$ cat config.mk
export PLATFORM = sky130hd
export DESIGN_NAME = csmq_div
export DESIGN_NICKNAME = d
export VERILOG_FILES = /design/src/csmq_pkg.sv /design/src/csmq_div.sv
export SDC_FILE = /design/constraint.sdc
export NUM_CORES = 2
export LEC_CHECK = 0
export BUFFER_PORTS_ARGS = -buffer_cell sky130_fd_sc_hd__buf_2
export CORE_MARGIN = 3
export CORE_UTILIZATION = 45
export CTS_CLUSTER_DIAMETER = 100
export CTS_CLUSTER_SIZE = 10
export DETAILED_ROUTE_END_ITERATION = 10
export GPL_TIMING_DRIVEN = 0
export SETUP_SLACK_MARGIN = 0.5
export SKIP_LAST_GASP = 1
export SLEW_MARGIN = 30
export SYNTH_ARGS = -nofsm -noshare
export SYNTH_HDL_FRONTEND = slang
export SYNTH_SLANG_ARGS = --single-unit
$ cat constraint.sdc
create_clock -name clk_i -period 6.33 [get_ports clk_i]
set_clock_uncertainty 0.1 [all_clocks]
set_input_delay 0.9495 -clock clk_i [delete_from_list [all_inputs] [get_ports clk_i]]
set_output_delay 0.9495 -clock clk_i [all_outputs]
set_load 0.01 [all_outputs]
$ cat src/csmq_pkg.sv
// Package with shared widths, codes and payload types of the cube shadow map query block.
package csmq_pkg;

  // Default cube face edge length in cells.
  localparam int MAP_SIZE_DEF = 128;

  // Number of cube faces.
  localparam int FACES = 6;

  // Coordinate, distance and bias widths of the external fields.
  localparam int CW_W   = 24;
  localparam int BIAS_W = 16;
  localparam int CELL_W = 14;

  // Direction component width, magnitude width and the width of u + m.
  localparam int DIR_W  = CW_W + 1;
  localparam int MAG_W  = CW_W + 1;
  localparam int NSUM_W = MAG_W + 1;

  // Square and squared length widths.
  localparam int SQ_W  = 2 * MAG_W;
  localparam int D2_W  = SQ_W + 2;

  // Item operation codes.
  typedef enum logic {
    OP_LOAD  = 1'b0,
    OP_QUERY = 1'b1
  } op_e;

  // Configuration register indexes.
  typedef enum logic [1:0] {
    REG_LIGHT_X = 2'd0,
    REG_LIGHT_Y = 2'd1,
    REG_LIGHT_Z = 2'd2,
    REG_BIAS    = 2'd3
  } cfg_reg_e;

  // Reset values of the configuration registers.
  localparam logic [CW_W-1:0]   LIGHT_X_RST = 24'd65536;
  localparam logic [CW_W-1:0]   LIGHT_Y_RST = 24'd32000;
  localparam logic [CW_W-1:0]   LIGHT_Z_RST = 24'd65536;
  localparam logic [BIAS_W-1:0] BIAS_RST    = 16'd1792;

  // Fields of one item that travel down the pipeline.
  typedef struct packed {
    op_e               op;
    logic [2:0]        face;
    logic [CELL_W-1:0] cell_idx;
    logic [CW_W-1:0]   value;
  } item_t;

  // Sideband that rides along the coordinate dividers.
  typedef struct packed {
    item_t           it;
    logic            no_dir;
    logic [D2_W-1:0] dist2;
  } mid_t;

endpackage

$ cat src/csmq_div.sv
// Pipelined restoring divider: two lanes share one divisor, one quotient bit per stage.
module csmq_div #(
  parameter int MAP_SIZE = csmq_pkg::MAP_SIZE_DEF,
  parameter int SBW      = 1,
  localparam int QW = $clog2(MAP_SIZE + 1),
  localparam int NW = csmq_pkg::NSUM_W + QW
) (
  input  logic                        clk_i,
  input  logic                        rst_ni,
  input  logic                        en_i,
  input  logic                        valid_i,
  input  logic [SBW-1:0]              sb_i,
  input  logic [NW-1:0]               num_i [2],
  input  logic [csmq_pkg::NSUM_W-1:0] den_i,
  output logic                        valid_o,
  output logic [SBW-1:0]              sb_o,
  output logic [QW-1:0]               quo_o [2]
);

  logic                        v_s   [QW+1];
  logic [SBW-1:0]              sb_s  [QW+1];
  logic [csmq_pkg::NSUM_W-1:0] den_s [QW+1];
  logic [NW-1:0]               rem_s [QW+1][2];
  logic [QW-1:0]               quo_s [QW+1][2];

  // Stage inputs.
  assign v_s[0]      = valid_i;
  assign sb_s[0]     = sb_i;
  assign den_s[0]    = den_i;
  assign rem_s[0][0] = num_i[0];
  assign rem_s[0][1] = num_i[1];
  assign quo_s[0][0] = '0;
  assign quo_s[0][1] = '0;

  for (genvar s = 0; s < QW; s++) begin : g_stage
    localparam int BIT = QW - 1 - s;
    logic [NW-1:0] dsh;

    assign dsh = NW'(den_s[s]) << BIT;

    always_ff @(posedge clk_i or negedge rst_ni) begin
      if (!rst_ni) begin
        v_s[s+1] <= 1'b0;
      end else if (en_i) begin
        v_s[s+1] <= v_s[s];
      end
    end

    // One trial subtraction per lane decides one quotient bit.
    always_ff @(posedge clk_i) begin
      if (en_i) begin
        sb_s[s+1]  <= sb_s[s];
        den_s[s+1] <= den_s[s];
        for (int l = 0; l < 2; l++) begin
          if (rem_s[s][l] >= dsh) begin
            rem_s[s+1][l] <= rem_s[s][l] - dsh;
            quo_s[s+1][l] <= quo_s[s][l] | (QW'(1) << BIT);
          end else begin
            rem_s[s+1][l] <= rem_s[s][l];
            quo_s[s+1][l] <= quo_s[s][l];
          end
        end
      end
    end
  end

  assign valid_o  = v_s[QW];
  assign sb_o     = sb_s[QW];
  assign quo_o[0] = quo_s[QW][0];
  assign quo_o[1] = quo_s[QW][1];

endmodule

Yosys cells after proc, flatten, opt, wreduce, memory -nomap -nowiden
Cells that the tools add are included.

cells by class
  add/sub/neg operators = 14
  $lt $le $gt $ge = 16
  mux-type cells = 16

operators with widths
  operator                        number
  2-to-1 mux 34 bit               14
  >= comparator 34 x 26 -> 1 bit  2
  >= comparator 34 x 27 -> 1 bit  2
  >= comparator 34 x 28 -> 1 bit  2
  >= comparator 34 x 29 -> 1 bit  2
  >= comparator 34 x 30 -> 1 bit  2
  >= comparator 34 x 31 -> 1 bit  2
  >= comparator 34 x 32 -> 1 bit  2
  >= comparator 34 x 33 -> 1 bit  2
  subtractor 34 x 27 -> 34 bit    2
  subtractor 34 x 28 -> 34 bit    2
  subtractor 34 x 29 -> 34 bit    2
  subtractor 34 x 30 -> 34 bit    2
  subtractor 34 x 31 -> 34 bit    2
  subtractor 34 x 32 -> 34 bit    2
  subtractor 34 x 33 -> 34 bit    2
  2-to-1 mux 8 bit                2

word-level totals
  register bits after elaboration = 802
  input bits = 99
  logic and storage cells = 113

Depth between registers and ports, before layout
  word-level depth = 2
  depth in mapped cells = 15
  mapped depth without buffers = 13

Least setup slack after synthesis
OpenSTA, ideal clock, no wires.

  path type = in2reg
  start point = in den_i[2] (netlist bit)
  end point = reg rem_s[541] (netlist bit) (data pin)
  data arrival time = 3.236 ns
  required time = 5.974 ns
  slack = 2.738 ns
  stages = 11
  buffers on the path = 0
  cell sequence = inv_1 -> ha_1 -> nor2b_1 -> o31ai_1 -> a211oi_1 -> o311a_1 -> o31a_1 -> o21ai_1 -> a21boi_0 -> or3_1 -> a31o_2

on the way
  word-level cells in the longest chain between the ends = 2
  elaborated cells between the ends (all ways) = 3

RTL lines
  element                                                                                line                            source
  start, declared                                                                        csmq_div.sv:14                  input logic [csmq_pkg::NSUM_W-1:0] den_i,
  subtractor 34 x 33 -> 34 bit / >= comparator 34 x 33 -> 1 bit (equally long branches)  csmq_div.sv:56, csmq_div.sv:55
  2-to-1 mux 34 bit *                                                                    csmq_div.sv:55                  if (rem_s[s][l] >= dsh) begin
  end signal, assigned by index                                                          csmq_div.sv:56                  rem_s[s+1][l] <= rem_s[s][l] - dsh;
  end signal, assigned by index                                                          csmq_div.sv:59                  rem_s[s+1][l] <= rem_s[s][l];
  end, declared                                                                          csmq_div.sv:23                  logic [NW-1:0] rem_s [QW+1][2];

Mark *: on every way between the ends. The rest lies on a longest branch, timed or not.
A chain may end at the register's enable or synchronous reset.

Worst setup path after layout
  start point = reg den_s[157] (netlist bit)
  end point = reg rem_s[365] (netlist bit) (data pin)

on the way
  word-level cells in the longest chain between the ends = 2
  elaborated cells between the ends (all ways) = 3

RTL lines
  element                                                                                line                            source
  start, declared                                                                        csmq_div.sv:22                  logic [csmq_pkg::NSUM_W-1:0] den_s [QW+1];
  start signal, assigned by index                                                        csmq_div.sv:53                  den_s[s+1] <= den_s[s];
  subtractor 34 x 31 -> 34 bit / >= comparator 34 x 31 -> 1 bit (equally long branches)  csmq_div.sv:56, csmq_div.sv:55
  2-to-1 mux 34 bit *                                                                    csmq_div.sv:55

Marks and branches as above.

==> impl_metrics.yaml <==
sta:
  rsz0062_at_grt: "no"
  timing.final.ws_setup_ns: 1.580
  maxSlewHeadroom_pct: 33.36
  max_freq_ghz: 0.2105
  hold_violations: 0
  finalMaxSlewViolations: 0
  worstMarginPinSlew_ns: 0.9904
  setup_viol: 0
  finalCritPeriodShare_pct: 75.04
  finalCriticalPeriod_ns: 4.750
  hold_slack_ns: 0.3132
setup_path:
  required_ns: 6.57
  r2r-end: "rem_s[365]"
  cp_slowest_cell: "a41oi_2"
  worst_setup_path_start_kind: "register"
  regToRegStartpoint: "den_s[157]"
  critPathKind: "reg2reg"
  critPathMaxFanout: 10
  worstPathArrival_ns: 4.99
  slowest_delay_ns: 0.77
  cp-end-kind: "register"
  reg2reg_depth: 11
  worstPathCellList: "inv_1 -> ha_1 -> nor2b_1 -> o31a_1 -> o211ai_1 -> a211oi_1 -> o21ai_1 -> o211ai_1 -> a41oi_2 -> clkbuf_1 -> o21ai_0"
  cpMostUsedCell: "o211ai_1"
  rrSetupSlack_ns: 1.58
placed_design:
  dp_hpwl_um: 105600
  place.gp.congestion: 0.9188
  portBuffers: 116
  placed_cell_area_um2: 50580
  pre_cts_ws_ns: 1.017
yosys:
  synth_common_cells: "edfxtp_1, ha_1, a21oi_1, nand2_1, o21ai_0"
  yosys.cell_types.count: 103
  syn-num-nets: 5156
  yosysSeqAreaShare_pct: 46.59
  syn_area_per_cell_um2: 10.37
  ys_seq_elements: 746
  syn_area_um2: 47990
  synthCells: 4627
  yosys.area.top_type: "edfxtp_1"
  yosys.area.top_type_share_pct: 46.17
  ys_warn_count: 0
  synth-edff-count: 738
  synth_most_common_cell: "edfxtp_1"
  yosys-top-cells-area: "edfxtp_1, ha_1, a21oi_1"
  synth_flop_cell: "edfxtp_1"
  async_flop_share_pct: 1.072
clocking:
  path_clk_slew_ns: 0.06
  post_cts_buffers: 0
  clkSinkCount: 746
  htree_num_levels: 3
  clk_path_buf_depth: 3
  insertion_delay_ns: 0.67
  cts-buffers-inserted: 84
  tritoncts: "done"
  cts-root-buf: "clkbuf_16"
power_and_ir_drop:
  p_leak_nw: 21.03
  clkPwrFrac_pct: 18.9
  internal-power_mw: 14.06
  switchingPower_mw: 8.712
  swShare_pct: 38.25
  seq_power_share_pct: 36.2
  power_frac_comb_pct: 44.9
  ir_worst_vdd_v: 0.0002076
  p_per_area_nw_per_um2: 430.6
global_routing:
  overflow: 0
  grt_usage_pct: 22.88
  grt_pass1_wl_um: 197400
  grt_max_degree: 94
  antenna_found_initial: 0
  grt_pass1_vias: 35540
route:
  drt_iter0_drc: 1967
  firstDrtPassIters: 6
  vias_per_cell: 5.609
  num_vias: 35040
  routed_wl_um: 128400
  wire_per_inst_um: 20.56
  drc_errors: 0
  detail-route-antenna-nets: 0
hold_path:
  hold_path_end: "quo_s[37]"
  min_from: "quo_s[53]"
  hold_class: "reg2reg"
  holdPathStages: 0
status:
  outcome: "completed"
cells_and_area:
  seq_area_um2: 22360
  fillCellCount: 9605
  syn_to_final_growth_pct: 10.20
  nNetsFinal: 5370
  final_cell_area_um2: 52890
  antennaDiodeCount: 0
  multi_input_comb_area_um2: 23860
  drive_gt1_share_pct: 8.134
  finish.utilization_pct: 50.10
job:
  maxCapViolCount: 0
floorplanning:
  io-pin-count: 117
  num_rows: 119
  dieArea_um2: 110600
  initial_utilization_pct: 45.46
  die_width_um: 332.6
  core_region_area_um2: 105600
  die_y_um: 332.6
[area by class of cell]
class,count,area share (%)
plain buffers,128,1.128
inverters,318,2.257
multi-input cells,3435,45.12
repair buffers,128,1.585
flip-flops and latches,746,42.28
well taps,1391,3.291
clock buffers,92,4.031
clock inverters,9,0.3146
[power groups by stage]
stage	combinational (mW)	clock [mW]	sequential, mW
final	10.2	4.31	8.25
after global routing	11.4	4.63	8.39
after CTS	10.2	4.45	8.23
after detailed placement	10.1	0	8.32
after global placement	10.1	0	8.43
after floorplan	7.67	0	7.93
[flip-flops by register name, summed over array words and instances (netlist names)]
name	cells
den_s	182
quo_o	16
quo_s	56
rem_s	476
sb_o	1
sb_s	7
v_s	7
valid_o	1
[routing by layer]
layer	track usage, %	part of all wire (%)	up-vias	wire length, um
met5	0	0	-	0
met2	42.44	51	714	65700
li1	-	-	17610	-
met4	13.16	6.1	0	7868
met1	25.33	40	16440	51110
met3	2.517	2.9	276	3751
[worst max path at each step]
| stage | from | endpoint | cells past startpoint |
|---|---|---|---|
| finish | den_s[157] | rem_s[365] | 11 |
| global route | den_s[130] | rem_s[295] | 12 |
| CTS | den_s[205] | rem_s[440] | 13 |
| detailed placement | num_i[41] | rem_s[536] | 11 |
| global placement | en_i | den_s[204] | 1 |
| floorplan | den_i[2] | rem_s[541] | 11 |
[logic make-up (layout without fill, tap and decap cells)]
kind of cell	count (synthesis)	in the layout	synth area share [%]
multiplexers	71	71	1.648
AO/OA/AOI/OAI	1362	1362	18.09
adder cells (fa/ha/maj)	430	430	11.43
buffers and inverters	446	675	3.731
AND/OR/NAND/NOR	1236	1236	12.37
flip-flops	746	746	46.59
XOR/XNOR	336	336	6.147
[cell usage in the layout, fill, tap and decap left out, drive strengths merged, types with 13 or more instances in the layout]
cell	Yosys	final
edfxtp	738	738
ha	416	416
a21oi	403	403
nand2	385	385
o21ai	361	361
nor2	329	329
inv	318	322
xnor2	191	191
a21o	182	182
buf	54	181
clkbuf	74	166
xor2	145	145
nor3	86	86
nand3	69	69
mux2	64	64
nand4	62	62
nor2b	62	62
o21a	49	49
nand2b	44	44
a211oi	44	44
a31oi	44	44
o31ai	39	39
o21bai	37	37
nor4	30	30
or3	29	29
and3	28	28
o211ai	24	24
and2	21	21
o31a	20	20
a21boi	18	18
or2	17	17
a2111oi	16	16
fa	14	14
nand4b	13	13
nand3b	13	13
a221oi	13	13
[timing repair]
action                                 in CTS  in global routing
gates resized for setup                     0                  0
endpoints found under the hold margin       8                  0
hold buffers                                1                  0
[metrics by stage]
stage | power [mW] | setup TNS (ns) | instances
floorplan | 15.61 | 0 | 4627
global placement | 18.50 | -5066.84 | 6134
detailed placement | 18.46 | 0 | 6145
CTS | 22.87 | 0 | 6247
global route | 24.42 | 0 | 6247
finish | 22.77 | 0 | 6247
[critical path: cells and delay by family, from the launching register on]
kind	cells	cell delay, ns
AO/OA/AOI/OAI	7	2.67
buffers and inverters	2	0.72
flip-flops	1	0.47
AND/OR/NAND/NOR	1	0.15
adder cells (fa/ha/maj)	1	0.33
No activity file was read; power rests on OpenSTA's default activity.
