## src/csmq_pkg.sv

```systemverilog
// Package with shared widths, codes and payload types of the cube shadow map query block.
package csmq_pkg;

  // Default cube face edge length in cells.
  localparam int MAP_SIZE_DEF = 128;

  // Number of cube faces.
  localparam int FACES = 6;

  // Coordinate, distance and bias widths of the external fields.
  localparam int CW_W   = 24;
  localparam int BIAS_W = 16;
  localparam int CELL_W = 14;

  // Direction component width, magnitude width and the width of u + m.
  localparam int DIR_W  = CW_W + 1;
  localparam int MAG_W  = CW_W + 1;
  localparam int NSUM_W = MAG_W + 1;

  // Square and squared length widths.
  localparam int SQ_W  = 2 * MAG_W;
  localparam int D2_W  = SQ_W + 2;

  // Item operation codes.
  typedef enum logic {
    OP_LOAD  = 1'b0,
    OP_QUERY = 1'b1
  } op_e;

  // Configuration register indexes.
  typedef enum logic [1:0] {
    REG_LIGHT_X = 2'd0,
    REG_LIGHT_Y = 2'd1,
    REG_LIGHT_Z = 2'd2,
    REG_BIAS    = 2'd3
  } cfg_reg_e;

  // Reset values of the configuration registers.
  localparam logic [CW_W-1:0]   LIGHT_X_RST = 24'd65536;
  localparam logic [CW_W-1:0]   LIGHT_Y_RST = 24'd32000;
  localparam logic [CW_W-1:0]   LIGHT_Z_RST = 24'd65536;
  localparam logic [BIAS_W-1:0] BIAS_RST    = 16'd1792;

  // Fields of one item that travel down the pipeline.
  typedef struct packed {
    op_e               op;
    logic [2:0]        face;
    logic [CELL_W-1:0] cell_idx;
    logic [CW_W-1:0]   value;
  } item_t;

  // Sideband that rides along the coordinate dividers.
  typedef struct packed {
    item_t           it;
    logic            no_dir;
    logic [D2_W-1:0] dist2;
  } mid_t;

endpackage

```

## src/csmq_front.sv

```systemverilog
// Front pipeline: direction, magnitudes, dominant axis, squared length and divider operands.
module csmq_front #(
  parameter int MAP_SIZE = csmq_pkg::MAP_SIZE_DEF,
  localparam int QW = $clog2(MAP_SIZE + 1),
  localparam int NW = csmq_pkg::NSUM_W + QW
) (
  input  logic                                clk_i,
  input  logic                                rst_ni,
  input  logic                                en_i,
  input  logic                                valid_i,
  input  csmq_pkg::item_t                     item_i,
  input  logic signed [csmq_pkg::CW_W-1:0]    point_x_i,
  input  logic signed [csmq_pkg::CW_W-1:0]    point_y_i,
  input  logic signed [csmq_pkg::CW_W-1:0]    point_z_i,
  input  logic signed [csmq_pkg::CW_W-1:0]    light_x_i,
  input  logic signed [csmq_pkg::CW_W-1:0]    light_y_i,
  input  logic signed [csmq_pkg::CW_W-1:0]    light_z_i,
  output logic                                valid_o,
  output csmq_pkg::mid_t                      mid_o,
  output logic [NW-1:0]                       num_o [2],
  output logic [csmq_pkg::NSUM_W-1:0]         den_o
);

  localparam int DW = csmq_pkg::DIR_W;
  localparam int MW = csmq_pkg::MAG_W;

  // Stage one: direction from the light to the point.
  logic                  v1_q;
  csmq_pkg::item_t       it1_q;
  logic signed [DW-1:0]  d1_q [3];

  always_ff @(posedge clk_i or negedge rst_ni) begin
    if (!rst_ni) begin
      v1_q <= 1'b0;
    end else if (en_i) begin
      v1_q <= valid_i;
    end
  end

  always_ff @(posedge clk_i) begin
    if (en_i) begin
      it1_q   <= item_i;
      d1_q[0] <= DW'(point_x_i) - DW'(light_x_i);
      d1_q[1] <= DW'(point_y_i) - DW'(light_y_i);
      d1_q[2] <= DW'(point_z_i) - DW'(light_z_i);
    end
  end

  // Stage two: component magnitudes.
  logic                  v2_q;
  csmq_pkg::item_t       it2_q;
  logic signed [DW-1:0]  d2_q [3];
  logic [MW-1:0]         a2_q [3];

  always_ff @(posedge clk_i or negedge rst_ni) begin
    if (!rst_ni) begin
      v2_q <= 1'b0;
    end else if (en_i) begin
      v2_q <= v1_q;
    end
  end

  always_ff @(posedge clk_i) begin
    if (en_i) begin
      it2_q <= it1_q;
      for (int i = 0; i < 3; i++) begin
        d2_q[i] <= d1_q[i];
        a2_q[i] <= d1_q[i][DW-1] ? MW'(-d1_q[i]) : MW'(d1_q[i]);
      end
    end
  end

  // Stage three: squares, dominant axis (first strict maximum) and face.
  logic [1:0]            axis;
  logic [MW-1:0]         mag;
  logic [2:0]            face;
  logic signed [DW-1:0]  u_row, u_col;

  always_comb begin
    if ((a2_q[2] > a2_q[0]) && (a2_q[2] > a2_q[1])) begin
      axis = 2'd2;
    end else if (a2_q[1] > a2_q[0]) begin
      axis = 2'd1;
    end else begin
      axis = 2'd0;
    end
    mag   = a2_q[axis];
    face  = {axis, d2_q[axis][DW-1]};
    u_row = (axis == 2'd0) ? d2_q[1] : d2_q[0];
    u_col = (axis == 2'd2) ? d2_q[1] : d2_q[2];
  end

  // Queries carry the selected face from here on.
  csmq_pkg::item_t                 it3_d;

  always_comb begin
    it3_d = it2_q;
    if (it2_q.op == csmq_pkg::OP_QUERY) begin
      it3_d.face = face;
    end
  end

  logic                            v3_q;
  csmq_pkg::item_t                 it3_q;
  logic [csmq_pkg::SQ_W-1:0]       sq3_q [3];
  logic [MW-1:0]                   mag3_q;
  logic signed [DW-1:0]            ur3_q, uc3_q;

  always_ff @(posedge clk_i or negedge rst_ni) begin
    if (!rst_ni) begin
      v3_q <= 1'b0;
    end else if (en_i) begin
      v3_q <= v2_q;
    end
  end

  always_ff @(posedge clk_i) begin
    if (en_i) begin
      it3_q <= it3_d;
      for (int i = 0; i < 3; i++) begin
        sq3_q[i] <= csmq_pkg::SQ_W'(a2_q[i]) * csmq_pkg::SQ_W'(a2_q[i]);
      end
      mag3_q <= mag;
      ur3_q  <= u_row;
      uc3_q  <= u_col;
    end
  end

  // Stage four: squared length, scaled numerators and divisor.
  logic [csmq_pkg::NSUM_W-1:0] n_row, n_col;

  assign n_row = csmq_pkg::NSUM_W'($signed({ur3_q[DW-1], ur3_q}) +
                                   $signed({1'b0, mag3_q}));
  assign n_col = csmq_pkg::NSUM_W'($signed({uc3_q[DW-1], uc3_q}) +
                                   $signed({1'b0, mag3_q}));

  always_ff @(posedge clk_i or negedge rst_ni) begin
    if (!rst_ni) begin
      valid_o <= 1'b0;
    end else if (en_i) begin
      valid_o <= v3_q;
    end
  end

  always_ff @(posedge clk_i) begin
    if (en_i) begin
      mid_o.it     <= it3_q;
      mid_o.no_dir <= (mag3_q == '0);
      mid_o.dist2  <= csmq_pkg::D2_W'(sq3_q[0]) + csmq_pkg::D2_W'(sq3_q[1]) +
                      csmq_pkg::D2_W'(sq3_q[2]);
      num_o[0]     <= NW'(n_row) * NW'(MAP_SIZE);
      num_o[1]     <= NW'(n_col) * NW'(MAP_SIZE);
      den_o        <= {mag3_q, 1'b0};
    end
  end

endmodule

```

## config.mk

```make
export PLATFORM = sky130hd
export DESIGN_NAME = csmq_front
export DESIGN_NICKNAME = d
export VERILOG_FILES = /design/src/csmq_pkg.sv /design/src/csmq_front.sv
export SDC_FILE = /design/constraint.sdc
export NUM_CORES = 2
export LEC_CHECK = 0
export BUFFER_PORTS_ARGS = -buffer_cell sky130_fd_sc_hd__buf_2
export CAP_MARGIN = 0
export CELL_PAD_IN_SITES_DETAIL_PLACEMENT = 1
export CELL_PAD_IN_SITES_GLOBAL_PLACEMENT = 1
export CORE_MARGIN = 4
export CORE_UTILIZATION = 26
export CTS_CLUSTER_SIZE = 12
export DETAILED_ROUTE_END_ITERATION = 12
export GPL_ROUTABILITY_DRIVEN = 0
export PLACE_DENSITY_LB_ADDON = 0.1
export SYNTH_ARGS = -nofsm -noshare
export SYNTH_HDL_FRONTEND = slang
export SYNTH_SLANG_ARGS = --single-unit
```

## constraint.sdc

```tcl
create_clock -name clk_i -period 22.9 [get_ports clk_i]
set_input_delay 4.58 -clock clk_i [delete_from_list [all_inputs] [get_ports clk_i]]
set_output_delay 4.58 -clock clk_i [all_outputs]
set_load 0.05 [all_outputs]
```

After elaboration in Yosys (flattened, before gate mapping)
Memories as Yosys holds them, arrays and structs flattened. A register that Yosys moved wholly into a read port is not among the register bits.
Index checks and enable logic that the tools add are counted.
{"block": "totals", "mem_bits_rw": 375, "wordCells": 61, "reg_bits": 352, "n_memories": 4, "inputBits": 190, "output_inout_bits": 190}
{"memory": "sq3_q", "words": 3, "word_bits": 50, "rd": 3, "rd_clocked_by_memory_dff": 0, "wr": 3, "line_no": "csmq_front.sv:105", "rtl": "logic [csmq_pkg::SQ_W-1:0] sq3_q [3];"}
{"memory": "a2_q", "words": 3, "word_bits": 25, "rd": 4, "rd_clocked_by_memory_dff": 1, "wr": 3, "line_no": "csmq_front.sv:53", "rtl": "logic [MW-1:0] a2_q [3];"}
{"memory": "d1_q", "words": 3, "word_bits": 25, "rd": 3, "rd_clocked_by_memory_dff": 0, "wr": 3, "line_no": "csmq_front.sv:30", "rtl": "logic signed [DW-1:0] d1_q [3];"}
{"memory": "d2_q", "words": 3, "word_bits": 25, "rd": 4, "rd_clocked_by_memory_dff": 0, "wr": 3, "line_no": "csmq_front.sv:52", "rtl": "logic signed [DW-1:0] d2_q [3];"}
{"block": "op_classes", "n_addsub": 10, "mul": 3, "n_reduce_logical": 3, "eq_ne": 1, "magnitude_cmp": 3, "n_mux": 10}
{"op": "$mul A25 B25 Y50", "n": 3}
{"op": "$mux W25", "n": 5}
{"op": "$gt A25 B25 Y1", "n": 3}
{"op": "$neg A25 Y25", "n": 3}
{"op": "$sub A24 B24 Y25", "n": 3}
{"op": "$add A25 B26 Y26", "n": 2}
{"op": "$add A51 B50 Y52", "n": 1}
{"op": "$add A50 B50 Y51", "n": 1}
{"op": "$logic_not A25 Y1", "n": 1}
{"op": "$mux W1", "n": 3}
{"op": "$mux W3", "n": 1}
{"op": "$eq A2 B2 Y1 const B", "n": 1}
{"op": "$logic_not A2 Y1", "n": 1}
{"op": "$mux W2", "n": 1}
{"op": "$logic_and A1 B1 Y1", "n": 1}

Longest topological paths before layout
An unclocked memory read counts as a cell.
{"block": "depth", "ltp_word": 6, "depth_mapped": 30, "depth_no_buf": 29}

Worst setup path before layout
Ideal clock, no wire load.
{"block": "synth_path", "path_type": "register to register", "startpoint": "mem a2_q[2][3] (netlist bit)", "endpoint": "mem sq3_q[0][148] (netlist bit), data pin", "stages_incl_launch_ff": 30, "arrival_time_ns": 7.243, "slack_ns": 15.399, "setup_time_ns": 0.258, "period_less_slack_ns": 7.501, "t_required_ns": 22.642, "path_cell_list": "edfxtp_1 clkbuf_1 clkbuf_1 nand2_1 fa_1 inv_1 fa_1 inv_1 fa_1 inv_1 fa_1 inv_1 fa_1 inv_1 fa_1 inv_1 fa_1 inv_1 ha_1 a21oi_1 o21ai_0 or2_1 a311oi_1 o31a_1 o31ai_1 nor2b_1 a311oi_2 o311ai_1 a21oi_1 xnor2_1"}
{"element": "start: declaration", "line_no": "csmq_front.sv:53"}
{"element": "end: declaration", "line_no": "csmq_front.sv:105"}

==> impl_metrics.env <==
export IMPL_drtPass1Iterations=5
export IMPL_synth_common_cells="2163 x inv_1, 1453 x fa_1, 804 x ha_1, 742 x edfxtp_1, 696 x nand2_1"
export IMPL_async_reset_ff_share_pct=0.5362
export IMPL_holdWs_ns=0.4121
export IMPL_clk_pin_slew_ns=0.06
export IMPL_postCtsSetupBuffers=0
export IMPL_wl_per_cell_um=24.35
export IMPL_synth_area_leader_cell="fa_1"
export IMPL_cts_root_buf="clkbuf_16"
export IMPL_overflow=0
export IMPL_fmax_mhz=104.1
export IMPL_die_area_mm2=0.3497
export IMPL_num_vias=60600
export IMPL_core_area_mm2=0.3377
export IMPL_synthTopCellsByArea="fa_1 33%, edfxtp_1 25%, ha_1 11%"
export IMPL_ys_seq_elements=746
export IMPL_netlist_instances=8554
export IMPL_ctsResizeCount=0
export IMPL_clock_latency_ns=0.85
export IMPL_dp_hpwl_mm=265.1
export IMPL_synth_top_area_share_pct=32.87
export IMPL_die_y_um=591.4
export IMPL_synth_warnings=0
export IMPL_path_class="flop to flop"
export IMPL_timing_rr_end="sq3_q[0][98]"
export IMPL_skew_ns=0.08971
export IMPL_finalCriticalPeriod_ns=9.606
export IMPL_ios=380
export IMPL_port_buffers=362
export IMPL_crit_start="a2_q[1][14]"
export IMPL_nets=11370
export IMPL_crit_fanout=17
export IMPL_grt_util_all_layers_pct=18.93
export IMPL_finish_utilization_pct=29.48
export IMPL_maxSlewHeadroom_pct=2.717
export IMPL_ctsHoldBuffers=0
export IMPL_ys_seq_area_share_pct=25.29
export IMPL_drt_iter0_drc=3168
export IMPL_slew_viol_final=0
export IMPL_r2r_cells=26
export IMPL_drt_wl_total_mm=329.8
export IMPL_antenna_found_initial=32
export IMPL_grt_pass1_wl_mm=487.4
export IMPL_synth_edf_count=742
export IMPL_hold_violations=0
export IMPL_netlist_area_mm2=0.08848
export IMPL_ys_flop_type="edfxtp_1"
export IMPL_rows=213
export IMPL_syn_avg_cell_area_um2=10.34
export IMPL_initial_core_util_pct=26.21
export IMPL_post_place_cells=13340
export IMPL_cap_violations=0
export IMPL_cts_max_path_buffers=4
export IMPL_grt_start_max_net_pins=89
export IMPL_holdCritStartpoint="it2_q[34]"
export IMPL_tightestPinTransition_ns=1.449
export IMPL_tns_ns=0
export IMPL_status="finished, final reports clean"
export IMPL_rsz0062_at_grt="false"
export IMPL_cts_sinks=746
export IMPL_drc=0
export IMPL_rrSetupSlack_ns=13.29
export IMPL_cts_tree="done"
export IMPL_hp_class="flop to flop"
export IMPL_grt_pass1_vias=69130
export IMPL_reg2reg_from="a2_q[1][14]"
export IMPL_die_w_um=591.4
export IMPL_drive_gt1_share_pct=8.244
export IMPL_syn2layout_area_growth_pct=12.52
export IMPL_cts_buffers=103
export IMPL_cp_end_kind="flop"
export IMPL_stdcell_count=13540
export IMPL_cp_start_kind="flop"
export IMPL_crit_path_end="sq3_q[0][98]"
export IMPL_routed_via_density=4.475
export IMPL_required_ns=23.41
export IMPL_period_share_pct=41.95
export IMPL_synth_most_common_cell="inv_1"
export IMPL_final_antenna_net_count=0
export IMPL_htreeDepth=3
export IMPL_setup_viol=0
export IMPL_ys_types=80
export IMPL_critPathArrivalTime_ns=10.12
-- state kept, by name, indices dropped and copies added (netlist names), 42 cells and up --
register,count
d2_q,73
it2_q,42
num_o,52
mid_o,95
a2_q,74
it3_q,42
sq3_q,147
it1_q,42
d1_q,75
-- placed cells by master (no fill, tap or decap), types with 70 or more instances in the layout --
cell type,instances
a21o_1,183
a21oi_1,300
and2_1,140
buf_2,361
buf_4,123
clkbuf_16,104
edfxtp_1,742
fa_1,1453
ha_1,804
inv_1,2163
nand2_1,696
nand3_1,70
nor2_1,527
o21ai_0,174
xnor2_1,272
xor2_1,95
-- cells by family (layout without fill, tap and decap cells) --
family / after synthesis / after routing / share of synthesized area [%]
DFF: 746 / 746 / 25.29
AOI/OAI and AO/OA: 959 / 959 / 6.874
adders and majority gates: 2257 / 2257 / 44.24
muxes: 66 / 66 / 0.8300
xor gates and xnor gates: 369 / 369 / 3.652
other: 1 / 47 / 0.004238
buffers and inverters: 2416 / 2843 / 10.32
and+or+nand+nor: 1740 / 1740 / 8.780
-- cell type report --
cell class,instances,area [µm²]
fillers,38130,238100
multi-input cells,5411,57090
flip-flops and latches,746,22380
inverters,2178,8175
well taps,4515,5649
repair buffers,486,2765
clock buffers,121,2666
clock inverters,58,768.2
diodes,27,67.56
-- how the worst min path moves through the flow --
stage | to | cells past startpoint
6_report | it3_q[34] | 0
5_1_grt | mid_o[54] | 0
2_1_floorplan | it2_q[0] | 0
3_5_place_dp | it2_q[41] | 0
4_1_cts | it3_q[34] | 0
3_3_place_gp | it2_q[36] | 0
-- through the flow --
stage          worst slack (ns)  cell area, µm²
2_1_floorplan             15.40           88560
3_3_place_gp              13.40           96060
3_5_place_dp              13.22           96060
4_1_cts                   13.11           99490
5_1_grt                   12.81           99540
6_report                  13.29           99560
-- routing by layer --
metal / share of wire, % / GRT usage (%) / wire length [µm]
met5: 0 / 0 / 0
met1: 48 / 27.26 / 158300
met4: 2.0 / 3.895 / 6565
met2: 47 / 30.96 / 153500
met3: 3.5 / 1.743 / 11410
-- critical path: stages (launching register included) --
cell	delay, ns
edfxtp_1	0.84
clkinv_1	1.00
nor2_1	0.43
inv_1	0.10
fa_1	0.51
inv_1	0.05
fa_1	0.46
fa_1	0.56
inv_1	0.06
fa_1	0.51
inv_1	0.06
fa_1	0.49
fa_1	0.49
inv_1	0.05
fa_1	0.47
inv_1	0.04
ha_1	0.38
nand4_1	0.14
inv_1	0.11
nand3_1	0.10
o41ai_1	0.78
a31oi_1	0.30
o21ai_1	0.38
o211ai_1	0.31
o21ai_1	0.35
a221oi_1	0.15
xnor2_1	0.15
Power is left out: the tool's default activity adds up to more than one toggle a clock period on the data nets, which glitch-free logic cannot reach.
